===== config.mk =====
export PLATFORM = sky130hd
export DESIGN_NAME = joint_limit_interpolator
export DESIGN_NICKNAME = d
export VERILOG_FILES = /design/src/hw/rtl/jli_pkg.sv /design/src/hw/rtl/jli_ram.sv /design/src/hw/rtl/jli_div.sv /design/src/hw/rtl/joint_limit_interpolator.sv
export SDC_FILE = /design/constraint.sdc
export NUM_CORES = 2
export LEC_CHECK = 0
export ABC_AREA = 1
export BUFFER_PORTS_ARGS = -buffer_cell sky130_fd_sc_hd__buf_4
export CAP_MARGIN = 20
export CORE_MARGIN = 5
export CORE_UTILIZATION = 50
export CTS_CLUSTER_DIAMETER = 80
export CTS_CLUSTER_SIZE = 28
export DETAILED_ROUTE_END_ITERATION = 7
export PLACE_DENSITY_LB_ADDON = 0.25
export REMOVE_ABC_BUFFERS = 1
export SYNTH_ARGS = -nofsm -noshare
export SYNTH_HDL_FRONTEND = slang
export SYNTH_SLANG_ARGS = --single-unit

===== constraint.sdc =====
create_clock -name clock -period 8.2 [get_ports clock]
set_input_delay 1.23 -clock clock [delete_from_list [all_inputs] [get_ports clock]]
set_output_delay 1.23 -clock clock [all_outputs]
set_load 0.02 [all_outputs]

===== src/hw/rtl/jli_pkg.sv =====
// package with widths, register indexes and state type of the joint limit interpolator
package jli_pkg;
   localparam int MAX_POINTS_DEF = 16;
   localparam int NUM_TABLES_DEF = 2;
   localparam int VALUE_W        = 16;
   localparam int POINTS_W       = 5;
   localparam int CSR_INDEX_W    = 1;
   localparam int ENTRY_W        = 3 * VALUE_W;
   localparam int PROD_W         = 2 * (VALUE_W + 1);
   localparam int DVD_W          = 2 * VALUE_W;

   localparam logic [CSR_INDEX_W-1:0] CSR_ANKLE_POINTS = 1'b0;
   localparam logic [CSR_INDEX_W-1:0] CSR_HEAD_POINTS  = 1'b1;

   localparam logic OP_LOAD  = 1'b0;
   localparam logic OP_QUERY = 1'b1;

   typedef enum logic [2:0] {
      S_IDLE,
      S_RD_LAST,
      S_CHK,
      S_SCAN,
      S_MUL,
      S_DIV,
      S_WAIT,
      S_EMIT
   } state_type;

   typedef struct packed {
      logic start;
      logic done;
   } div_ctrl_type;

   function automatic logic signed [VALUE_W-1:0] sat_value(input logic signed [VALUE_W+2:0] v);
      logic signed [VALUE_W-1:0] r;
      if (v > $signed({{3{1'b0}}, 1'b0, {(VALUE_W-1){1'b1}}})) begin
         r = {1'b0, {(VALUE_W-1){1'b1}}};
      end else if (v < $signed({{3{1'b1}}, 1'b1, {(VALUE_W-1){1'b0}}})) begin
         r = {1'b1, {(VALUE_W-1){1'b0}}};
      end else begin
         r = v[VALUE_W-1:0];
      end
      return r;
   endfunction
endpackage


===== src/hw/rtl/jli_ram.sv =====
// generic single-port-write, registered-read ram
module jli_ram #(
   parameter int WIDTH = 8,
   parameter int DEPTH = 16
) (
   input  logic                     clock,
   input  logic                     wr_en,
   input  logic [$clog2(DEPTH)-1:0] wr_addr,
   input  logic [WIDTH-1:0]         wr_data,
   input  logic [$clog2(DEPTH)-1:0] rd_addr,
   output logic [WIDTH-1:0]         rd_data
);
   logic [WIDTH-1:0] mem [DEPTH];
   logic [WIDTH-1:0] rd_data_ff;

   always_ff @(posedge clock) begin
      if (wr_en) begin
         mem[wr_addr] <= wr_data;
      end
      rd_data_ff <= mem[rd_addr];
   end

   assign rd_data = rd_data_ff;
endmodule


===== src/hw/rtl/jli_div.sv =====
// restoring divider, one quotient bit per cycle
module jli_div (
   input  logic                          clock,
   input  logic                          reset,
   input  logic                          start,
   input  logic [jli_pkg::DVD_W-1:0]     dividend,
   input  logic [jli_pkg::VALUE_W-1:0]   divisor,
   output logic                          done,
   output logic [jli_pkg::DVD_W-1:0]     quotient
);
   import jli_pkg::*;

   localparam int CNT_W = $clog2(DVD_W + 1);

   logic [DVD_W-1:0]   dvd_ff, dvd_in;
   logic [VALUE_W:0]   rem_ff, rem_in;
   logic [VALUE_W-1:0] dsr_ff, dsr_in;
   logic [CNT_W-1:0]   cnt_ff, cnt_in;
   logic               run_ff, run_in;
   logic               done_ff, done_in;
   logic [VALUE_W:0]   trial;

   always_comb begin
      dvd_in  = dvd_ff;
      rem_in  = rem_ff;
      dsr_in  = dsr_ff;
      cnt_in  = cnt_ff;
      run_in  = run_ff;
      done_in = 1'b0;
      trial   = {rem_ff[VALUE_W-1:0], dvd_ff[DVD_W-1]};
      if (start) begin
         dvd_in = dividend;
         rem_in = '0;
         dsr_in = divisor;
         cnt_in = CNT_W'(DVD_W);
         run_in = 1'b1;
      end else if (run_ff) begin
         if (trial >= {1'b0, dsr_ff}) begin
            rem_in = trial - {1'b0, dsr_ff};
            dvd_in = {dvd_ff[DVD_W-2:0], 1'b1};
         end else begin
            rem_in = trial;
            dvd_in = {dvd_ff[DVD_W-2:0], 1'b0};
         end
         cnt_in = cnt_ff - 1'b1;
         if (cnt_ff == CNT_W'(1)) begin
            run_in  = 1'b0;
            done_in = 1'b1;
         end
      end
   end

   always_ff @(posedge clock) begin
      if (reset) begin
         run_ff  <= 1'b0;
         done_ff <= 1'b0;
         cnt_ff  <= '0;
      end else begin
         run_ff  <= run_in;
         done_ff <= done_in;
         cnt_ff  <= cnt_in;
      end
      dvd_ff <= dvd_in;
      rem_ff <= rem_in;
      dsr_ff <= dsr_in;
   end

   assign done     = done_ff;
   assign quotient = dvd_ff;
endmodule


===== src/hw/rtl/joint_limit_interpolator.sv =====
// joint limit interpolator top level: breakpoint store, segment search and sequencer
// load: accepted while idle, no result, busy stays low
// query: at a table end the result follows the end check, else it follows the segment scan
//   (one store read per cycle), a multiply and 32 divider steps
// one request at a time; result strobe is a single cycle, receiver cannot stall
// synchronous reset clears control state and sets both point counts to 16
module joint_limit_interpolator #(
   parameter int MAX_POINTS = jli_pkg::MAX_POINTS_DEF,
   parameter int NUM_TABLES = jli_pkg::NUM_TABLES_DEF
) (
   input  logic                              clock,
   input  logic                              reset,
   input  logic                              start,
   output logic                              busy,
   input  logic                              req_opcode,
   input  logic                              req_table_select,
   input  logic [3:0]                        req_point_index,
   input  logic signed [jli_pkg::VALUE_W-1:0] req_point_x,
   input  logic signed [jli_pkg::VALUE_W-1:0] req_point_low,
   input  logic signed [jli_pkg::VALUE_W-1:0] req_point_high,
   input  logic signed [jli_pkg::VALUE_W-1:0] req_query_x,
   input  logic                              req_query_bound,
   input  logic                              req_query_mirror,
   output logic                              rsp_valid,
   output logic signed [jli_pkg::VALUE_W-1:0] rsp_limit_value,
   input  logic                              csr_write_enable,
   input  logic [jli_pkg::CSR_INDEX_W-1:0]   csr_index,
   input  logic [jli_pkg::POINTS_W-1:0]      csr_data
);
   import jli_pkg::*;

   localparam int DEPTH = NUM_TABLES * MAX_POINTS;
   localparam int AW    = $clog2(DEPTH);
   localparam int OW    = $clog2(MAX_POINTS);

   state_type state_ff, state_in;

   logic [POINTS_W-1:0] ankle_pts_ff, ankle_pts_in;
   logic [POINTS_W-1:0] head_pts_ff, head_pts_in;

   logic               table_ff, table_in;
   logic               col_ff, col_in;
   logic               mirror_ff, mirror_in;
   logic signed [VALUE_W-1:0] qx_ff, qx_in;
   logic signed [VALUE_W-1:0] prev_x_ff, prev_x_in;
   logic signed [VALUE_W-1:0] prev_y_ff, prev_y_in;
   logic signed [VALUE_W-1:0] last_y_ff, last_y_in;
   logic [OW-1:0]      idx_ff, idx_in;
   logic signed [VALUE_W:0] dy_ff, dy_in;
   logic [VALUE_W-1:0] dx_ff, dx_in;
   logic [VALUE_W-1:0] t_ff, t_in;
   logic signed [PROD_W-1:0] prod_ff, prod_in;
   logic signed [VALUE_W-1:0] pre_ff, pre_in;
   logic               rsp_valid_ff, rsp_valid_in;
   logic signed [VALUE_W-1:0] rsp_value_ff, rsp_value_in;

   logic               accept;
   logic               load_ok;
   logic [AW-1:0]      wr_addr;
   logic [AW-1:0]      rd_addr;
   logic [AW-1:0]      base;
   logic [ENTRY_W-1:0] rd_entry;
   logic signed [VALUE_W-1:0] ent_x, ent_y;
   logic [POINTS_W-1:0] pts_raw;
   logic [OW-1:0]      last_off;
   logic               found;
   logic signed [VALUE_W:0] dx_full;
   logic [DVD_W-1:0]   prod_mag;
   logic [DVD_W-1:0]   quot;
   logic signed [VALUE_W+2:0] quot_s;
   logic signed [VALUE_W+2:0] sum;
   logic signed [VALUE_W+2:0] neg;
   div_ctrl_type       div_ctrl;

   assign accept  = start && !busy;
   assign load_ok = (int'(req_table_select) < NUM_TABLES) && (int'(req_point_index) < MAX_POINTS);
   assign wr_addr = AW'(int'(req_table_select) * MAX_POINTS + int'(req_point_index));
   assign base    = AW'(int'(table_ff) * MAX_POINTS);
   assign pts_raw = table_ff ? head_pts_ff : ankle_pts_ff;

   always_comb begin
      if (pts_raw < POINTS_W'(2)) begin
         last_off = OW'(1);
      end else if (int'(pts_raw) > MAX_POINTS) begin
         last_off = OW'(MAX_POINTS - 1);
      end else begin
         last_off = OW'(int'(pts_raw) - 1);
      end
   end

   always_comb begin
      case (state_ff)
         S_IDLE:    rd_addr = AW'(int'(req_table_select) * MAX_POINTS);
         S_RD_LAST: rd_addr = base + AW'(last_off);
         S_CHK:     rd_addr = base + AW'(1);
         S_SCAN:    rd_addr = base + AW'(idx_ff) + AW'(1);
         default:   rd_addr = base;
      endcase
   end

   jli_ram #(
      .WIDTH(ENTRY_W),
      .DEPTH(DEPTH)
   ) u_store (
      .clock   (clock),
      .wr_en   (accept && (req_opcode == OP_LOAD) && load_ok),
      .wr_addr (wr_addr),
      .wr_data ({req_point_high, req_point_low, req_point_x}),
      .rd_addr (rd_addr),
      .rd_data (rd_entry)
   );

   assign ent_x = rd_entry[VALUE_W-1:0];
   assign ent_y = col_ff ? rd_entry[3*VALUE_W-1:2*VALUE_W] : rd_entry[2*VALUE_W-1:VALUE_W];
   assign found = (qx_ff > prev_x_ff) && (qx_ff <= ent_x);
   assign dx_full = {ent_x[VALUE_W-1], ent_x} - {prev_x_ff[VALUE_W-1], prev_x_ff};

   assign prod_mag = prod_ff[PROD_W-1] ? DVD_W'(-prod_ff) : DVD_W'(prod_ff);
   assign div_ctrl.start = (state_ff == S_DIV);

   jli_div u_div (
      .clock    (clock),
      .reset    (reset),
      .start    (div_ctrl.start),
      .dividend (prod_mag),
      .divisor  (dx_ff),
      .done     (div_ctrl.done),
      .quotient (quot)
   );

   assign quot_s = prod_ff[PROD_W-1] ? -$signed({2'b00, quot[VALUE_W:0]})
                                     : $signed({2'b00, quot[VALUE_W:0]});
   assign sum = $signed({{3{prev_y_ff[VALUE_W-1]}}, prev_y_ff}) + quot_s;
   assign neg = -$signed({{3{pre_ff[VALUE_W-1]}}, pre_ff});

   // next state
   always_comb begin
      state_in = state_ff;
      case (state_ff)
         S_IDLE: begin
            if (accept && (req_opcode == OP_QUERY)) begin
               state_in = (int'(req_table_select) < NUM_TABLES) ? S_RD_LAST : S_EMIT;
            end
         end
         S_RD_LAST: state_in = S_CHK;
         S_CHK: begin
            if ((qx_ff <= prev_x_ff) || (qx_ff >= ent_x)) begin
               state_in = S_EMIT;
            end else begin
               state_in = S_SCAN;
            end
         end
         S_SCAN: begin
            if (found) begin
               state_in = S_MUL;
            end else if (idx_ff == last_off) begin
               state_in = S_EMIT;
            end
         end
         S_MUL:  state_in = S_DIV;
         S_DIV:  state_in = S_WAIT;
         S_WAIT: begin
            if (div_ctrl.done) begin
               state_in = S_EMIT;
            end
         end
         S_EMIT:  state_in = S_IDLE;
         default: state_in = S_IDLE;
      endcase
   end

   // datapath and outputs
   always_comb begin
      table_in     = table_ff;
      col_in       = col_ff;
      mirror_in    = mirror_ff;
      qx_in        = qx_ff;
      prev_x_in    = prev_x_ff;
      prev_y_in    = prev_y_ff;
      last_y_in    = last_y_ff;
      idx_in       = idx_ff;
      dy_in        = dy_ff;
      dx_in        = dx_ff;
      t_in         = t_ff;
      prod_in      = prod_ff;
      pre_in       = pre_ff;
      rsp_valid_in = 1'b0;
      rsp_value_in = rsp_value_ff;
      case (state_ff)
         S_IDLE: begin
            table_in  = req_table_select;
            col_in    = req_query_bound ^ req_query_mirror;
            mirror_in = req_query_mirror;
            qx_in     = req_query_x;
            pre_in    = '0;
         end
         S_RD_LAST: begin
            prev_x_in = ent_x;
            prev_y_in = ent_y;
         end
         S_CHK: begin
            last_y_in = ent_y;
            idx_in    = OW'(1);
            if (qx_ff <= prev_x_ff) begin
               pre_in = prev_y_ff;
            end else if (qx_ff >= ent_x) begin
               pre_in = ent_y;
            end
         end
         S_SCAN: begin
            if (found) begin
               dx_in = dx_full[VALUE_W-1:0];
               dy_in = {ent_y[VALUE_W-1], ent_y} - {prev_y_ff[VALUE_W-1], prev_y_ff};
               t_in  = VALUE_W'({qx_ff[VALUE_W-1], qx_ff} - {prev_x_ff[VALUE_W-1], prev_x_ff});
            end else if (idx_ff == last_off) begin
               pre_in = last_y_ff;
            end else begin
               prev_x_in = ent_x;
               prev_y_in = ent_y;
               idx_in    = idx_ff + 1'b1;
            end
         end
         S_MUL: begin
            prod_in = PROD_W'(dy_ff * $signed({1'b0, t_ff}));
         end
         S_WAIT: begin
            if (div_ctrl.done) begin
               pre_in = sat_value(sum);
            end
         end
         S_EMIT: begin
            rsp_valid_in = 1'b1;
            rsp_value_in = mirror_ff ? sat_value(neg) : pre_ff;
         end
         default: begin
            rsp_valid_in = 1'b0;
         end
      endcase
   end

   always_comb begin
      ankle_pts_in = ankle_pts_ff;
      head_pts_in  = head_pts_ff;
      if (csr_write_enable) begin
         case (csr_index)
            CSR_ANKLE_POINTS: ankle_pts_in = csr_data;
            CSR_HEAD_POINTS:  head_pts_in  = csr_data;
            default:          ankle_pts_in = ankle_pts_ff;
         endcase
      end
   end

   always_ff @(posedge clock) begin
      if (reset) begin
         state_ff     <= S_IDLE;
         rsp_valid_ff <= 1'b0;
         ankle_pts_ff <= POINTS_W'(16);
         head_pts_ff  <= POINTS_W'(16);
      end else begin
         state_ff     <= state_in;
         rsp_valid_ff <= rsp_valid_in;
         ankle_pts_ff <= ankle_pts_in;
         head_pts_ff  <= head_pts_in;
      end
      table_ff     <= table_in;
      col_ff       <= col_in;
      mirror_ff    <= mirror_in;
      qx_ff        <= qx_in;
      prev_x_ff    <= prev_x_in;
      prev_y_ff    <= prev_y_in;
      last_y_ff    <= last_y_in;
      idx_ff       <= idx_in;
      dy_ff        <= dy_in;
      dx_ff        <= dx_in;
      t_ff         <= t_in;
      prod_ff      <= prod_in;
      pre_ff       <= pre_in;
      rsp_value_ff <= rsp_value_in;
   end

   assign busy            = (state_ff != S_IDLE);
   assign rsp_valid       = rsp_valid_ff;
   assign rsp_limit_value = rsp_value_ff;
endmodule


==> metrics.txt <==
routed vias/inst=5.64; Synth cell types=49; achievable frequency=151 MHz; Initial Utilization=50.2%; H-tree Lvls=3; port bufs=99; critical path startpoint category=register; core area=0.185 mm²; pin count of the biggest net entering global routing=196; total vias in the final route=65,834; Least-Margin Pin Slew=1.16 ns; gr ovfl total=0; Routed Antenna Nets=0; Power, Total=39,600 µW; Avg Synthesized Cell Area=10.0 µm²; register area share after synthesis=58.9%; Resize count post-CTS=0; Area Overhead vs Synth=7.01%; Pins Over Slew Limit=0; Hold Crit Class=reg2reg; Place WS=1.65 ns; clock latency on the worst-skew pair=0.79 ns; layout cells sized above 1=5.05%; RSZ-0062 raised after global routing=false; drt total wl=260,000 µm; critical path fanouts, max=17; yosys synthesis warning count=0; hpwl dp=145,000 µm; hold_ws=0.413 ns; Final TNS setup=0 ns; Boundary Pins=100; die width=441 µm; Mapped Area=0.0931 mm²; gr usage total=26.2%; delay of the slowest cell on the worst path=0.88 ns; drt drc=0; Fin. Hold Viols=0; outcome=complete, no violations; nets@finish=9,657; # Post-CTS Setup Buffers=0; cts hold-fix bufs=0; Critical Path AT=7.12 ns; PnR worst setup slack=1.59 ns; Tcrit/Tclk final=80.6%; clock net sink count=1,855; P_leak=0.0415 µW; die area=0.195 mm²; Fin Clk Skew=0.0710 ns; Die H=441 µm; row count=158; worst vdd ir=0.644 mV; root buffer cell=clkbuf_16; Post-synth EDFFs=1,769; drt first pass iters=6; commonest non-fill, non-tap cell in the layout=nand2_1; cts bufs inserted=103; commonest non-fill, non-tap cells in the layout=nand2_1, edfxtp_1, nand3_1; clock buffer depth=3; fin cells=11,677; CP Class=reg2reg; most used cell, CP=fa_1; DP Cell Count=11,469; CP required=8.71 ns; 1st-iter DRT viols=7,710; first-pass GRT wire length=389,000 µm; CP endpoint kind=register; fillers=16,135; # setup viols final=0; CP max-delay cell=edfxtp_1; max-capacitance violation count=0; drt wl/cell=22.2 µm; gpl congestion=0.911; CTS tree=built; crit path cell chain=nand2_1 -> inv_1 -> fa_1 -> fa_1 -> fa_1 -> fa_1 -> fa_1 -> inv_1 -> fa_1 -> inv_1 -> ha_1 -> a21oi_1 -> inv_1 -> a31oi_1 -> o21ai_0 -> a21oi_1 -> o21ai_0 -> a21oi_1 -> xnor2_1; Worst-path clk slew=0.09 ns; ys flop type=edfxtp_1; P per Cell Area=397 mW/mm²; Slew HR=22.4%; vias in the first global route=62,512; Mapped Cells=9,297; Min Clock Period, post-route=6.61 ns; register bit total from synthesis=1,855; initial antenna violation count=17; FFs w/ async S/R, synth=0%
[report_power, final]
group          leakage, µW  internal [µW]  switching, µW
logic               0.0230           6970          14400
registers           0.0167          11600            457
clock network      0.00178           2720           3420
total               0.0415          21300          18200
[worst paths after layout]
kind | end | start | cells past startpoint | slack [ns]
min | u_div.dsr_ff[5]$_DFFE_PP_ | dx_ff[5]$_DFFE_PP_ | 0 | 0.41
min reg2reg | u_div.dsr_ff[5]$_DFFE_PP_ | dx_ff[5]$_DFFE_PP_ | 0 | 0.41
max | prod_ff[29]$_DFFE_PP_ | t_ff[2]$_DFFE_PP_ | 19 | 1.59
max reg2reg | prod_ff[29]$_DFFE_PP_ | t_ff[2]$_DFFE_PP_ | 19 | 1.59
[flip-flops by register name (all words and copies together) (netlist names), 6 cells and up]
register	cells
dx_ff	16
t_ff	16
u_div.dsr_ff	16
pre_ff	16
qx_ff	16
dy_ff	17
last_y_ff	16
u_div.cnt_ff	6
prev_x_ff	16
u_store.mem	1536
rsp_limit_value	16
u_div.rem_ff	16
prev_y_ff	16
prod_ff	33
u_store.rd_data	48
u_div.quotient	32
[final cells by class]
cell class	instances	area [µm²]	share of cell area, %
Tap cell	2480	3100	3.12
Clock inverter	80	1010	1.01
Antenna cell	10	25.0	0.0251
Clock buffer	115	2690	2.70
Inverter	778	2940	2.95
Timing Repair Buffer	205	1730	1.74
Multi-Input combinational cell	6154	33300	33.4
Sequential cell	1855	54800	55.1
[Yosys cell counts (50+ instances only)]
cell type / number / share of area [%]
a21oi_1: 152 / 0.82
buf_2: 277 / 1.5
clkbuf_1: 197 / 0.79
dfxtp_1: 86 / 1.8
edfxtp_1: 1769 / 57
fa_1: 284 / 6.1
ha_1: 194 / 2.6
inv_1: 770 / 3.1
nand2_1: 3366 / 14
nand3_1: 1443 / 7.8
nor2_1: 232 / 0.94
o21ai_0: 132 / 0.71
xnor2_1: 50 / 0.47
xor2_1: 94 / 0.88
[worst max-delay path, delay by kind of cell, from the launching register on]
| kind | cells | cell delay (ns) |
|---|---|---|
| xor+xnor | 1 | 0.09 |
| buf+inv | 4 | 0.33 |
| simple gates | 1 | 0.21 |
| compound gates | 6 | 1.06 |
| fa+ha+maj | 7 | 3.80 |
| flops | 1 | 0.88 |
[metrics by stage]
| stage | area, µm² | utilization [%] |
|---|---|---|
| floorplan | 90700 | - |
| global placement | 95800 | 51.7 |
| detailed placement | 95800 | 51.7 |
| CTS | 99500 | 53.7 |
| global route | 99600 | 53.8 |
| finish | 99600 | 53.8 |
[cells by family after synthesis]
kind of cell               Yosys count  share of synthesized area, %
muxes                                1                        0.0108
and+or+nand+nor                   5162                          23.1
xor gates and xnor gates           144                          1.36
AOI/OAI and AO/OA                  369                          2.21
adders and majority gates          478                          8.72
buffers and inverters             1288                          5.69
DFF                               1855                          58.9
[per-layer routing]
metal,vias up,part of all wire (%),track usage [%]
met2,2861,49,43.7
met1,32090,40,35.9
met5,-,0.013,0
met3,461,7.9,3.06
met4,4,3.5,9.31
li1,30418,-,-
Note: power is estimated with default switching activity, not from simulation.
